### src/xml_entity_unescape_stream_macros.svh
// Assertion macros for the entity decoder.
`ifndef XML_ENTITY_UNESCAPE_STREAM_MACROS_SVH
`define XML_ENTITY_UNESCAPE_STREAM_MACROS_SVH

// Same-cycle implication, sampled on clk and idle during reset.
`define XES_ASSERT_IMP(label, ante, cons, msg) \
    label: assert property (@(posedge clk) disable iff (!rst_n) (ante) |-> (cons)) \
        else $error(msg);

// Next-cycle implication, sampled on clk and idle during reset.
`define XES_ASSERT_NXT(label, ante, cons, msg) \
    label: assert property (@(posedge clk) disable iff (!rst_n) (ante) |=> (cons)) \
        else $error(msg);

`endif

### src/xes_pkg.sv
package xes_pkg;

    localparam int CAP_W = 13;
    localparam logic [CAP_W-1:0] CAP_RESET = 13'd1024;
    localparam int DEFAULT_MAX_CAPACITY = 4096;
    localparam int DEFAULT_QUEUE_DEPTH = 4;
    localparam int POS_W = 3;

    localparam logic [7:0] CH_AMP   = 8'h26;
    localparam logic [7:0] CH_LT    = 8'h3C;
    localparam logic [7:0] CH_GT    = 8'h3E;
    localparam logic [7:0] CH_QUOT  = 8'h22;
    localparam logic [7:0] CH_APOS  = 8'h27;
    localparam logic [7:0] CH_SEMI  = 8'h3B;
    localparam logic [7:0] CH_A     = 8'h61;
    localparam logic [7:0] CH_G     = 8'h67;
    localparam logic [7:0] CH_L     = 8'h6C;
    localparam logic [7:0] CH_M     = 8'h6D;
    localparam logic [7:0] CH_O     = 8'h6F;
    localparam logic [7:0] CH_P     = 8'h70;
    localparam logic [7:0] CH_Q     = 8'h71;
    localparam logic [7:0] CH_S     = 8'h73;
    localparam logic [7:0] CH_T     = 8'h74;
    localparam logic [7:0] CH_U     = 8'h75;
    localparam logic [7:0] CH_NUL   = 8'h00;

    // Held proper prefix of an entity; the name spells the held bytes.
    typedef enum logic [3:0] {
        MS_IDLE, MS_A, MS_AA, MS_AM, MS_AMP, MS_AP, MS_APO, MS_APOS,
        MS_L, MS_LT, MS_G, MS_GT, MS_Q, MS_QU, MS_QUO, MS_QUOT
    } ms_t;

    typedef enum logic [1:0] {
        TK_NONE, TK_BYTE, TK_TERM
    } tail_t;

    // One unit of back-end work: flush the held prefix, then the tail result.
    typedef struct packed {
        ms_t         held;
        tail_t       tail;
        logic [7:0]  tail_byte;
    } job_t;

    typedef struct packed {
        logic full;
        logic empty;
    } q_stat_t;

    function automatic logic [POS_W-1:0] held_len(ms_t s);
        logic [POS_W-1:0] n;
        case (s)
            MS_IDLE:                              n = 3'd0;
            MS_A:                                 n = 3'd1;
            MS_AA, MS_L, MS_G, MS_Q:              n = 3'd2;
            MS_AM, MS_AP, MS_LT, MS_GT, MS_QU:    n = 3'd3;
            MS_AMP, MS_APO, MS_QUO:               n = 3'd4;
            MS_APOS, MS_QUOT:                     n = 3'd5;
            default:                              n = 3'd0;
        endcase
        return n;
    endfunction

    function automatic logic [7:0] held_byte(ms_t s, logic [POS_W-1:0] idx);
        logic [7:0] b1;
        logic [7:0] b2;
        logic [7:0] b3;
        logic [7:0] b4;
        logic [7:0] r;
        b1 = CH_NUL;
        b2 = CH_NUL;
        b3 = CH_NUL;
        b4 = CH_NUL;
        case (s)
            MS_AA, MS_AM, MS_AMP, MS_AP, MS_APO, MS_APOS: b1 = CH_A;
            MS_L, MS_LT:                                  b1 = CH_L;
            MS_G, MS_GT:                                  b1 = CH_G;
            MS_Q, MS_QU, MS_QUO, MS_QUOT:                 b1 = CH_Q;
            default:                                      b1 = CH_NUL;
        endcase
        case (s)
            MS_AM, MS_AMP:                 b2 = CH_M;
            MS_AP, MS_APO, MS_APOS:        b2 = CH_P;
            MS_LT, MS_GT:                  b2 = CH_T;
            MS_QU, MS_QUO, MS_QUOT:        b2 = CH_U;
            default:                       b2 = CH_NUL;
        endcase
        case (s)
            MS_AMP:                        b3 = CH_P;
            MS_APO, MS_APOS, MS_QUO, MS_QUOT: b3 = CH_O;
            default:                       b3 = CH_NUL;
        endcase
        case (s)
            MS_APOS:                       b4 = CH_S;
            MS_QUOT:                       b4 = CH_T;
            default:                       b4 = CH_NUL;
        endcase
        case (idx)
            3'd0:    r = CH_AMP;
            3'd1:    r = b1;
            3'd2:    r = b2;
            3'd3:    r = b3;
            3'd4:    r = b4;
            default: r = CH_NUL;
        endcase
        return r;
    endfunction

endpackage

### src/xes_front.sv
module xes_front
(
    input  logic             clk,
    input  logic             rst_n,
    input  logic             in_valid,
    output logic             in_ready,
    input  logic [7:0]       text_byte,
    input  logic             end_marker,
    input  logic             q_full,
    output logic             push,
    output xes_pkg::job_t    job
);

    xes_pkg::ms_t state_reg;
    xes_pkg::ms_t state_next;
    xes_pkg::ms_t ext_state;
    logic         ext_ok;
    logic         done_ok;
    logic [7:0]   done_char;
    logic         accept;

    assign in_ready = !q_full;
    assign accept   = in_valid && in_ready;

    always_comb
    begin
        ext_ok    = 1'b0;
        ext_state = xes_pkg::MS_IDLE;
        done_ok   = 1'b0;
        done_char = xes_pkg::CH_NUL;
        case (state_reg)
            xes_pkg::MS_IDLE:
            begin
                ext_ok    = (text_byte == xes_pkg::CH_AMP);
                ext_state = xes_pkg::MS_A;
            end
            xes_pkg::MS_A:
            begin
                ext_ok = 1'b1;
                if (text_byte == xes_pkg::CH_A)
                    ext_state = xes_pkg::MS_AA;
                else if (text_byte == xes_pkg::CH_L)
                    ext_state = xes_pkg::MS_L;
                else if (text_byte == xes_pkg::CH_G)
                    ext_state = xes_pkg::MS_G;
                else if (text_byte == xes_pkg::CH_Q)
                    ext_state = xes_pkg::MS_Q;
                else
                    ext_ok = 1'b0;
            end
            xes_pkg::MS_AA:
            begin
                ext_ok = 1'b1;
                if (text_byte == xes_pkg::CH_M)
                    ext_state = xes_pkg::MS_AM;
                else if (text_byte == xes_pkg::CH_P)
                    ext_state = xes_pkg::MS_AP;
                else
                    ext_ok = 1'b0;
            end
            xes_pkg::MS_AM:
            begin
                ext_ok    = (text_byte == xes_pkg::CH_P);
                ext_state = xes_pkg::MS_AMP;
            end
            xes_pkg::MS_AP:
            begin
                ext_ok    = (text_byte == xes_pkg::CH_O);
                ext_state = xes_pkg::MS_APO;
            end
            xes_pkg::MS_APO:
            begin
                ext_ok    = (text_byte == xes_pkg::CH_S);
                ext_state = xes_pkg::MS_APOS;
            end
            xes_pkg::MS_L:
            begin
                ext_ok    = (text_byte == xes_pkg::CH_T);
                ext_state = xes_pkg::MS_LT;
            end
            xes_pkg::MS_G:
            begin
                ext_ok    = (text_byte == xes_pkg::CH_T);
                ext_state = xes_pkg::MS_GT;
            end
            xes_pkg::MS_Q:
            begin
                ext_ok    = (text_byte == xes_pkg::CH_U);
                ext_state = xes_pkg::MS_QU;
            end
            xes_pkg::MS_QU:
            begin
                ext_ok    = (text_byte == xes_pkg::CH_O);
                ext_state = xes_pkg::MS_QUO;
            end
            xes_pkg::MS_QUO:
            begin
                ext_ok    = (text_byte == xes_pkg::CH_T);
                ext_state = xes_pkg::MS_QUOT;
            end
            xes_pkg::MS_AMP:
            begin
                done_ok   = (text_byte == xes_pkg::CH_SEMI);
                done_char = xes_pkg::CH_AMP;
            end
            xes_pkg::MS_APOS:
            begin
                done_ok   = (text_byte == xes_pkg::CH_SEMI);
                done_char = xes_pkg::CH_APOS;
            end
            xes_pkg::MS_LT:
            begin
                done_ok   = (text_byte == xes_pkg::CH_SEMI);
                done_char = xes_pkg::CH_LT;
            end
            xes_pkg::MS_GT:
            begin
                done_ok   = (text_byte == xes_pkg::CH_SEMI);
                done_char = xes_pkg::CH_GT;
            end
            xes_pkg::MS_QUOT:
            begin
                done_ok   = (text_byte == xes_pkg::CH_SEMI);
                done_char = xes_pkg::CH_QUOT;
            end
            default:
            begin
                ext_ok  = 1'b0;
                done_ok = 1'b0;
            end
        endcase
    end

    always_comb
    begin
        state_next     = state_reg;
        push           = 1'b0;
        job.held       = state_reg;
        job.tail       = xes_pkg::TK_NONE;
        job.tail_byte  = text_byte;
        if (accept)
        begin
            if (end_marker)
            begin
                push          = 1'b1;
                job.tail      = xes_pkg::TK_TERM;
                job.tail_byte = xes_pkg::CH_NUL;
                state_next    = xes_pkg::MS_IDLE;
            end
            else if (done_ok)
            begin
                push          = 1'b1;
                job.held      = xes_pkg::MS_IDLE;
                job.tail      = xes_pkg::TK_BYTE;
                job.tail_byte = done_char;
                state_next    = xes_pkg::MS_IDLE;
            end
            else if (ext_ok)
            begin
                state_next = ext_state;
            end
            else if (text_byte == xes_pkg::CH_AMP)
            begin
                // The held bytes go out and the failing '&' opens a new match.
                push       = 1'b1;
                state_next = xes_pkg::MS_A;
            end
            else
            begin
                push       = 1'b1;
                job.tail   = xes_pkg::TK_BYTE;
                state_next = xes_pkg::MS_IDLE;
            end
        end
    end

    always_ff @(posedge clk or negedge rst_n)
    begin
        if (!rst_n)
            state_reg <= xes_pkg::MS_IDLE;
        else
            state_reg <= state_next;
    end

endmodule

### src/xes_queue.sv
module xes_queue
#(
    parameter int DEPTH = xes_pkg::DEFAULT_QUEUE_DEPTH
)
(
    input  logic               clk,
    input  logic               rst_n,
    input  logic               push,
    input  xes_pkg::job_t      push_job,
    input  logic               pop,
    output xes_pkg::job_t      head,
    output xes_pkg::q_stat_t   stat
);

    localparam int CW = $clog2(DEPTH + 1);

    xes_pkg::job_t  ent_reg  [DEPTH];
    xes_pkg::job_t  ent_next [DEPTH];
    logic [CW-1:0]  count_reg;
    logic [CW-1:0]  count_next;
    logic [CW-1:0]  wr_pos;

    assign head       = ent_reg[0];
    assign stat.full  = (count_reg == CW'(DEPTH));
    assign stat.empty = (count_reg == '0);
    assign wr_pos     = pop ? count_reg - CW'(1) : count_reg;
    assign count_next = count_reg + CW'(push) - CW'(pop);

    // Entry 0 is always the oldest job; a pop shifts everything down by one.
    always_comb
    begin
        for (int i = 0; i < DEPTH; i++)
        begin
            if (pop && (i < DEPTH - 1))
                ent_next[i] = ent_reg[(i < DEPTH - 1) ? i + 1 : i];
            else
                ent_next[i] = ent_reg[i];
            if (push && (wr_pos == CW'(i)))
                ent_next[i] = push_job;
        end
    end

    always_ff @(posedge clk)
    begin
        for (int i = 0; i < DEPTH; i++)
            ent_reg[i] <= ent_next[i];
    end

    always_ff @(posedge clk or negedge rst_n)
    begin
        if (!rst_n)
            count_reg <= '0;
        else
            count_reg <= count_next;
    end

endmodule

### src/xes_back.sv
module xes_back
#(
    parameter int MAX_CAPACITY = xes_pkg::DEFAULT_MAX_CAPACITY
)
(
    input  logic                       clk,
    input  logic                       rst_n,
    input  xes_pkg::job_t              head,
    input  logic                       q_empty,
    output logic                       pop,
    input  logic [xes_pkg::CAP_W-1:0]  capacity,
    output logic [7:0]                 out_byte,
    output logic                       end_of_text,
    output logic                       out_valid,
    input  logic                       out_ready
);

    localparam int CNT_W = $clog2(MAX_CAPACITY);
    localparam int EW    = (CNT_W + 1 > xes_pkg::CAP_W) ? CNT_W + 1 : xes_pkg::CAP_W;

    logic [xes_pkg::POS_W-1:0] pos_reg;
    logic [xes_pkg::POS_W-1:0] pos_next;
    logic [CNT_W-1:0]          cnt_reg;
    logic [CNT_W-1:0]          cnt_next;
    logic                      out_valid_reg;
    logic                      out_valid_next;
    logic [7:0]                out_byte_reg;
    logic [7:0]                out_byte_next;
    logic                      eot_reg;
    logic                      eot_next;
    logic [xes_pkg::POS_W-1:0] len;
    logic                      in_held;
    logic                      last;
    logic                      active;
    logic                      is_term;
    logic [7:0]                cur_byte;
    logic [EW-1:0]             cap_ext;
    logic [EW-1:0]             eff_cap;
    logic                      room;

    assign cap_ext = EW'(capacity);
    assign eff_cap = (cap_ext == '0) ? EW'(1) :
                     (cap_ext > EW'(MAX_CAPACITY)) ? EW'(MAX_CAPACITY) : cap_ext;
    assign room    = (EW'(cnt_reg) + EW'(1)) < eff_cap;

    assign len      = xes_pkg::held_len(head.held);
    assign in_held  = pos_reg < len;
    assign last     = in_held ? ((pos_reg == len - 3'd1) && (head.tail == xes_pkg::TK_NONE))
                              : 1'b1;
    assign is_term  = !in_held && (head.tail == xes_pkg::TK_TERM);
    assign cur_byte = in_held ? xes_pkg::held_byte(head.held, pos_reg) : head.tail_byte;
    assign active   = !q_empty && (!out_valid_reg || out_ready);
    assign pop      = active && last;

    assign out_byte    = out_byte_reg;
    assign end_of_text = eot_reg;
    assign out_valid   = out_valid_reg;

    always_comb
    begin
        out_valid_next = out_valid_reg && !out_ready;
        out_byte_next  = out_byte_reg;
        eot_next       = eot_reg;
        cnt_next       = cnt_reg;
        pos_next       = pos_reg;
        if (active)
        begin
            pos_next = last ? '0 : pos_reg + 3'd1;
            if (is_term)
            begin
                out_valid_next = 1'b1;
                out_byte_next  = xes_pkg::CH_NUL;
                eot_next       = 1'b1;
                cnt_next       = '0;
            end
            else if (room)
            begin
                out_valid_next = 1'b1;
                out_byte_next  = cur_byte;
                eot_next       = 1'b0;
                cnt_next       = cnt_reg + CNT_W'(1);
            end
        end
    end

    always_ff @(posedge clk or negedge rst_n)
    begin
        if (!rst_n)
        begin
            pos_reg       <= '0;
            cnt_reg       <= '0;
            out_valid_reg <= 1'b0;
        end
        else
        begin
            pos_reg       <= pos_next;
            cnt_reg       <= cnt_next;
            out_valid_reg <= out_valid_next;
        end
    end

    always_ff @(posedge clk)
    begin
        out_byte_reg <= out_byte_next;
        eot_reg      <= eot_next;
    end

endmodule

### src/xml_entity_unescape_stream.sv
// Channel   Handshake               Payload
// input     in_valid / in_ready     text_byte[7:0], end_marker
// output    out_valid / out_ready   out_byte[7:0], end_of_text
// config    cfg_we                  cfg_data[12:0] (output capacity)
//
// One input transfer per cycle while the job queue has room; in_ready depends only on it.
// The back end emits each job's held prefix bytes in order and then its tail result; an input
// that only extends a match pushes no job.
// An input transfer reaches the output through a queue entry and the output register.
// Reset clears the match state, the byte count and the queue, and sets the capacity to 1024.
// Output stalls hold the output register and back up through the queue to in_ready.
`include "xml_entity_unescape_stream_macros.svh"

module xml_entity_unescape_stream
#(
    parameter int MAX_CAPACITY = xes_pkg::DEFAULT_MAX_CAPACITY,
    parameter int QUEUE_DEPTH  = xes_pkg::DEFAULT_QUEUE_DEPTH
)
(
    input  logic                       clk,
    input  logic                       rst_n,
    input  logic                       in_valid,
    output logic                       in_ready,
    input  logic [7:0]                 text_byte,
    input  logic                       end_marker,
    output logic                       out_valid,
    input  logic                       out_ready,
    output logic [7:0]                 out_byte,
    output logic                       end_of_text,
    input  logic                       cfg_we,
    input  logic [xes_pkg::CAP_W-1:0]  cfg_data
);

    logic [xes_pkg::CAP_W-1:0] cap_reg;
    logic                      q_push;
    logic                      q_pop;
    xes_pkg::job_t             push_job;
    xes_pkg::job_t             head_job;
    xes_pkg::q_stat_t          q_stat;

    always_ff @(posedge clk or negedge rst_n)
    begin
        if (!rst_n)
            cap_reg <= xes_pkg::CAP_RESET;
        else if (cfg_we)
            cap_reg <= cfg_data;
    end

    xes_front u_front
    (
        .clk        (clk),
        .rst_n      (rst_n),
        .in_valid   (in_valid),
        .in_ready   (in_ready),
        .text_byte  (text_byte),
        .end_marker (end_marker),
        .q_full     (q_stat.full),
        .push       (q_push),
        .job        (push_job)
    );

    xes_queue #(.DEPTH(QUEUE_DEPTH)) u_queue
    (
        .clk      (clk),
        .rst_n    (rst_n),
        .push     (q_push),
        .push_job (push_job),
        .pop      (q_pop),
        .head     (head_job),
        .stat     (q_stat)
    );

    xes_back #(.MAX_CAPACITY(MAX_CAPACITY)) u_back
    (
        .clk         (clk),
        .rst_n       (rst_n),
        .head        (head_job),
        .q_empty     (q_stat.empty),
        .pop         (q_pop),
        .capacity    (cap_reg),
        .out_byte    (out_byte),
        .end_of_text (end_of_text),
        .out_valid   (out_valid),
        .out_ready   (out_ready)
    );

    `XES_ASSERT_IMP(a_no_push_full, q_push, !q_stat.full, "job pushed into a full queue")
    `XES_ASSERT_IMP(a_no_pop_empty, q_pop, !q_stat.empty, "job popped from an empty queue")
    `XES_ASSERT_IMP(a_term_zero, out_valid && end_of_text, out_byte == 8'd0, "terminator not zero")
    `XES_ASSERT_NXT(a_push_lands, q_push && !q_pop, !q_stat.empty, "pushed job was lost")

endmodule

### config.mk
export PLATFORM = sky130hd
export DESIGN_NAME = xml_entity_unescape_stream
export DESIGN_NICKNAME = d
export VERILOG_FILES = /design/src/xes_pkg.sv /design/src/xes_front.sv /design/src/xes_queue.sv /design/src/xes_back.sv /design/src/xml_entity_unescape_stream.sv
export VERILOG_INCLUDE_DIRS = /design/src /design/src/src
export SDC_FILE = /design/constraint.sdc
export NUM_CORES = 1
export LEC_CHECK = 0
export ABC_AREA = 1
export BUFFER_PORTS_ARGS = -buffer_cell sky130_fd_sc_hd__buf_4
export CAP_MARGIN = 20
export CORE_AREA = 4 4 115 117
export CTS_CLUSTER_DIAMETER = 50
export DETAILED_ROUTE_END_ITERATION = 16
export DIE_AREA = 0 0 119 121
export PLACE_DENSITY = 0.72
export SYNTH_ARGS = -nofsm -noshare
export SYNTH_HDL_FRONTEND = slang
export SYNTH_SLANG_ARGS = --single-unit
### constraint.sdc
create_clock -name clk -period 6.9 [get_ports clk]
set_clock_uncertainty 0.15 [all_clocks]
set_input_delay 1.725 -clock clk [delete_from_list [all_inputs] [get_ports clk]]
set_output_delay 1.725 -clock clk [all_outputs]
set_load 0.03 [all_outputs]
# Word level (Yosys, flattened, before mapping)
# Memories as Yosys holds them, arrays and structs flattened.
# Cells that the tools add are included.
op_classes:
  muxes: 55
  n_addsub: 7
  n_reduce_logical: 28
  eq_ne: 42
  order_cmp: 3
ops:
  columns: ["op", "n"]
  rows:
  - ["$mux W14", 8]
  - ["$eq A8 B7 Y1 const B", 10]
  - ["$pmux W4 S11", 1]
  - ["$eq A4 B4 Y1 const B", 10]
  - ["$mux W4", 10]
  - ["$pmux W8 S5", 1]
  - ["$pmux W6 S5", 1]
  - ["$eq A4 B3 Y1 const B", 7]
  - ["$pmux W7 S2", 2]
  - ["$mux W13", 2]
  - ["$mux W12", 2]
  - ["$mux W8", 3]
  - ["$mux W1", 18]
  - ["$eq A8 B6 Y1 const B", 2]
  - ["$add A12 B1 Y13 const B", 1]
  - ["$gt A13 B13 Y1 const B", 1]
  - ["$logic_not A13 Y1", 1]
  - ["$lt A13 B13 Y1", 1]
  - ["$add A12 B1 Y12 const B", 1]
  - ["$eq A3 B2 Y1 const B", 4]
  - ["$logic_and A1 B1 Y1", 10]
  - ["$mux W10", 1]
  - ["$logic_not A3 Y1", 3]
  - ["$mux W3", 3]
  - ["23 further kinds", 32]
totals:
  output_inout_bits: 11
  word_cells: 147
  ff_bits: 45
  inputBits: 27
  romBits: 256
  n_memories: 4
  ramBits: 56
memory_table:
  columns: ["memory", "words", "width", "read_ports", "rd_clocked_by_memory_dff", "write_ports", "line_no", "source"]
  rows:
  - ["(no name shown)", 16, 7, 1, 0, 0, "xes_pkg.sv:73", "case (s)"]
  - ["(no name shown)", 16, 6, 1, 0, 0, "xes_pkg.sv:80", "case (s)"]
  - ["u_queue.ent_reg", 4, 14, 4, 0, 4, "xes_queue.sv:17", "xes_pkg::job_t ent_reg [DEPTH];"]
  - ["(no name shown)", 16, 3, 1, 0, 0, "xes_pkg.sv:51", "case (s)"]

# Logic depth before layout (Yosys ltp)
logic_depth:
  ltp_word: 12
  ltp_mapped: 21
  depth_no_buf: 20

# Hierarchy
# From an unflattened synthesis, not the netlist that was laid out.
hier_totals:
  hier_cells: 773
  area_unflattened_um2: 6202.2
by_module_without_submodules:
  columns: ["mod", "seq_area_each_um2", "n_inst", "area_each_um2", "cells_each"]
  rows:
  - ["xes_queue", 1756.7, 1, 2656.3, 239]
  - ["xes_back", 670.6, 1, 2174.6, 308]
  - ["xes_front", 100.1, 1, 875.8, 171]
  - ["xml_entity_unescape_stream", 326.6, 1, 495.5, 55]

# Least setup slack after synthesis
# Ideal clock, no wire load.
synth_path:
  kind: "input port to flip-flop"
  start: "in out_ready"
  end: "mem u_queue.ent_reg[3][0] in the netlist's numbering (enable)"
  arrival_ns: 3.952
  required_ns: 6.344
  setup_ns: 0.406
  cell_stages: 10
  path_buffers: 0
  path_slack_ns: 2.392
  path_cell_list: "inv_1 nand2_1 o21ai_1 clkinv_1 nand2_4 inv_1 ha_1 inv_1 nand3_1 nor3b_1"
synth_rtl:
  columns: ["item", "line_no", "source"]
  rows:
  - ["from (decl)", "xml_entity_unescape_stream.sv:27", "input logic out_ready,"]
  - ["to (decl)", "xes_queue.sv:17", null]

==> results.txt <==
The data arrival time at the worst-slack endpoint came out at 4.41 ns. In this run the critical register-to-register path is launched from u_queue.ent_reg[0][13]. The total number of yosys warnings is 0. The worst slew margin relative to its limit came out at 34.27%. The worst setup path is launched from an input port. After clock tree synthesis, the setup repair step added 0 buffers. The type of the worst setup path is in -> reg.

Walking the worst path, the cells encountered are buf_4 -> inv_1 -> nand2_1 -> o21ai_1 -> clkinv_1 -> nand2_4 -> inv_1 -> ha_1 -> inv_1 -> nand3_1 -> nor2_4 -> nand2_4 -> nand2_1. The largest total area in the synthesized netlist belongs to edfxtp_1. By instance count, the cell type seen most on the critical path is inv_1. The depth of the worst register-to-register path came out at 16. The violation count after the first detailed-routing iteration came out at 644. The final critical-path share of the clock period came out at 66.17%.

The count of input and output buffers came out at 37. Registers take 2854 um^2. TritonCTS created 9 clock buffers. Power comes to 3102 uW.

The final setup violation count is 0. The top cell types in the final layout, fill and taps aside, are nand2_1 (230), nand3_1 (85), inv_1 (71). The analysis attributes to net switching a power of 1338 uW. The placer's final routability congestion estimate is 0.8846. Wires add up to 13320 um. Leaving out fill and tap cells, the most frequent cell in the layout is nand2_1. TritonCTS built the clock tree. The final-layout setup total negative slack is 0 ns.

The number of distinct library cell variants in the gate-level netlist after synthesis came out at 47. The wire length of the first global-routing pass is 22230 um. The number of maximum-capacitance constraint violations came out at 0. The clock latency of the later-clocked register in the worst-skew pair is 0.36 ns.

Detailed placement finished with a half-perimeter wire length of 10240 um. The post-layout net count came out at 815. The die height is 121 um. Counting along the longest clock path gives a buffer depth of 2. The clock period could shrink to 4.566 ns. The number of failing hold endpoints at the final stage is 0. The total of flip-flops plus latches after synthesis is 101. In the final layout, the share of cells above drive strength 1 is 12.66%. The total number of clock tree sinks is 101. The number of top-level design ports is 38. In the post-synthesis netlist, the biggest area contributors are edfxtp_1 (32%), dfrtp_1 (15%), nand2_1 (14%).

The number of H-tree levels is 3. The final route contains 5036 vias. Entering global routing, the biggest net connects 48 pins. The worst path required time came out at 6.74 ns. The clock slew at the register clock pins of the worst setup and hold paths came out at 0.07 ns. Buffers inserted to repair hold after CTS numbered 0. The total iterations of the first detailed-routing run came out at 8. The worst setup path is captured at a register. The area of the die is 14400 um^2.

The slew at the pin with the worst max-slew slack is 0.9817 ns. In this run the static leakage power is 0.003196 uW. The number of flip-flops under the largest register name came out at 56.

Counting both buffers and inverters, the worst setup path holds a total of 5. The type of the tightest min-delay check is reg -> reg. The delay contributed by the slowest stage of the critical path is 0.48 ns.

The register-to-register setup slack is 2.36 ns. After detailed routing, the average wire length per cell comes to 14.20 um. The total number of cells along the worst setup path came out at 13. The top fanout value on the critical path came out at 19.

The share of synthesized area in the top cell type comes to 32.38%. The maximum resistive drop on vdd is 0.2033 mV. The worst register-to-register path ends at u_queue.ent_reg[1][3]. In this run the worst setup path begins at out_ready. The number of pins exceeding their max-slew limit in the final report is 0. The post-synthesis net count is 785. The share of total power in sequential cells came out at 37.5%.

The largest individual stage delay along the critical path comes from the cell clkinv_1. The via count of the first global-routing pass came out at 4786. The tree is rooted in a clkbuf_16.

The multi-input logic area is 2755 um^2. Power spread over the standard cell area amounts to 462.0 nW/um^2. The total global-route track usage is 19.24%.

The via density per instance is 5.369. The filler cells instantiated in the layout total 1128. The initial antenna violation count came out at 0. For this run, design rule violations remaining after detail routing come to 0.

For this run the aggregate overflow at the end of global routing stands at 0. The cell-internal power came out at 1765 uW. The floorplan core area came out at 12360 um^2.

The worst hold path passes through 2 cells. The growth of design area from synthesis to finish is 11.39%. The capturing element of the worst setup path is u_queue.ent_reg[1][3]. The number of cells produced by synthesis is 731. Derived from the worst setup path, the maximum achievable clock frequency is 219.0 MHz. The die outline width came out at 119 um.

In this run the core area contains 41 standard-cell rows. Setup repair after global routing left no endpoint under its margin. Once the floorplan was initialized, standard cells occupied 48.76% of the core. The switching power share of the total came out at 43.12%. The relative contribution of the clock network to total power came out at 16.3%. The repair_antennas step left the layout with diodes totalling 0. The total of cells resized after clock tree synthesis came out at 0.

The run finished with clean final reports. The kind of cell adding the most delay to the critical path is simple AND/OR/NAND/NOR gates. The sequential area share after synthesis came out at 47.34%. The post-route antenna net violation count is 0. The post-synth design cell area came out at 6028 um^2.

The mean post-synth cell area came out at 8.247 um^2. The relative contribution of combinational cells to total power came out at 46.2%.
==> synth_stat cells, drive strengths merged <==
cell / count
o22ai: 5
o211ai: 2
nor2: 72
nor3: 10
fa: 1
or2: 3
o211a: 1
edfxtp: 65
inv: 79
o31a: 1
nand2: 237
xnor2: 3
o2111ai: 1
dfrtp: 35
a221oi: 1
ha: 26
o221ai: 1
clkbuf: 6
a21oi: 20
a21o: 1
nand3: 86
mux2: 11
nor3b: 1
o21ai: 21
a31oi: 5
nand4: 11
dfstp: 1
o31ai: 1
clkinv: 1
a31o: 1
nor4: 2
buf: 14
xor2: 5
nand3b: 1
==> tightest hold or removal path: cells and delay by family, from the launching register on <==
family	cells	cell delay [ns]
simple gates	2	0.10
flops	1	0.35
==> worst min path at each step <==
stage	from	endpoint	slack [ns]
after global routing	u_back.cnt_reg[4]	u_back.cnt_reg[4]	0.34
final	u_back.cnt_reg[4]	u_back.cnt_reg[4]	0.33
after CTS	u_back.cnt_reg[4]	u_back.cnt_reg[4]	0.33
after global placement	u_back.cnt_reg[4]	u_back.cnt_reg[4]	0.30
after detailed placement	u_back.cnt_reg[4]	u_back.cnt_reg[4]	0.31
after floorplan	u_back.cnt_reg[3]	u_back.cnt_reg[3]	0.29
==> power by group through the flow <==
stage               sequential, uW  combinational (uW)  clock, uW
floorplan                     1200                1060          0
global placement              1170                1360          0
detailed placement            1180                1410          0
CTS                           1170                1420        516
global route                  1180                1620        540
finish                        1160                1430        506
==> routing by layer <==
layer  GRT usage, %  wire length (um)  vias to the layer above
li1               -                 -                     2481
met1          24.12              5651                     2304
met2          32.18              6410                      210
met3          3.217               807                       41
met4          9.776               448                        0
met5              0                 0                        -
==> layout make-up <==
type / instances / share of cell area, %
Multi-Input combinational cell: 530 / 41.03
Sequential cell: 101 / 42.50
Clock buffer: 10 / 3.410
Inverter: 80 / 4.472
Timing Repair Buffer: 39 / 4.360
Tap cell: 172 / 3.205
Clock inverter: 6 / 1.025
==> per-stage QoR <==
stage               utilization (%)  std cells  worst slack [ns]  cell area, um^2  hold WS, ns
finish                        54.32        938             2.334             6715       0.3262
global route                  54.32        938             1.991             6715       0.3427
CTS                           54.32        938             2.369             6715       0.3258
detailed placement            51.91        922             1.993             6417       0.3092
global placement              51.91        922             2.054             6417       0.3033
floorplan                         -        731             2.392             6028       0.2919
==> cells by family (layout without fill, tap and decap cells) <==
group / Yosys count / in the layout / synth area share (%)
simple gates: 423 / 423 / 30.47
flops: 101 / 101 / 47.34
buf+inv: 100 / 135 / 7.036
compound gates: 61 / 61 / 6.206
fa+ha+maj: 27 / 27 / 5.728
mux: 11 / 11 / 2.055
xor+xnor: 8 / 8 / 1.162
No activity file was read; power rests on OpenSTA's default activity.
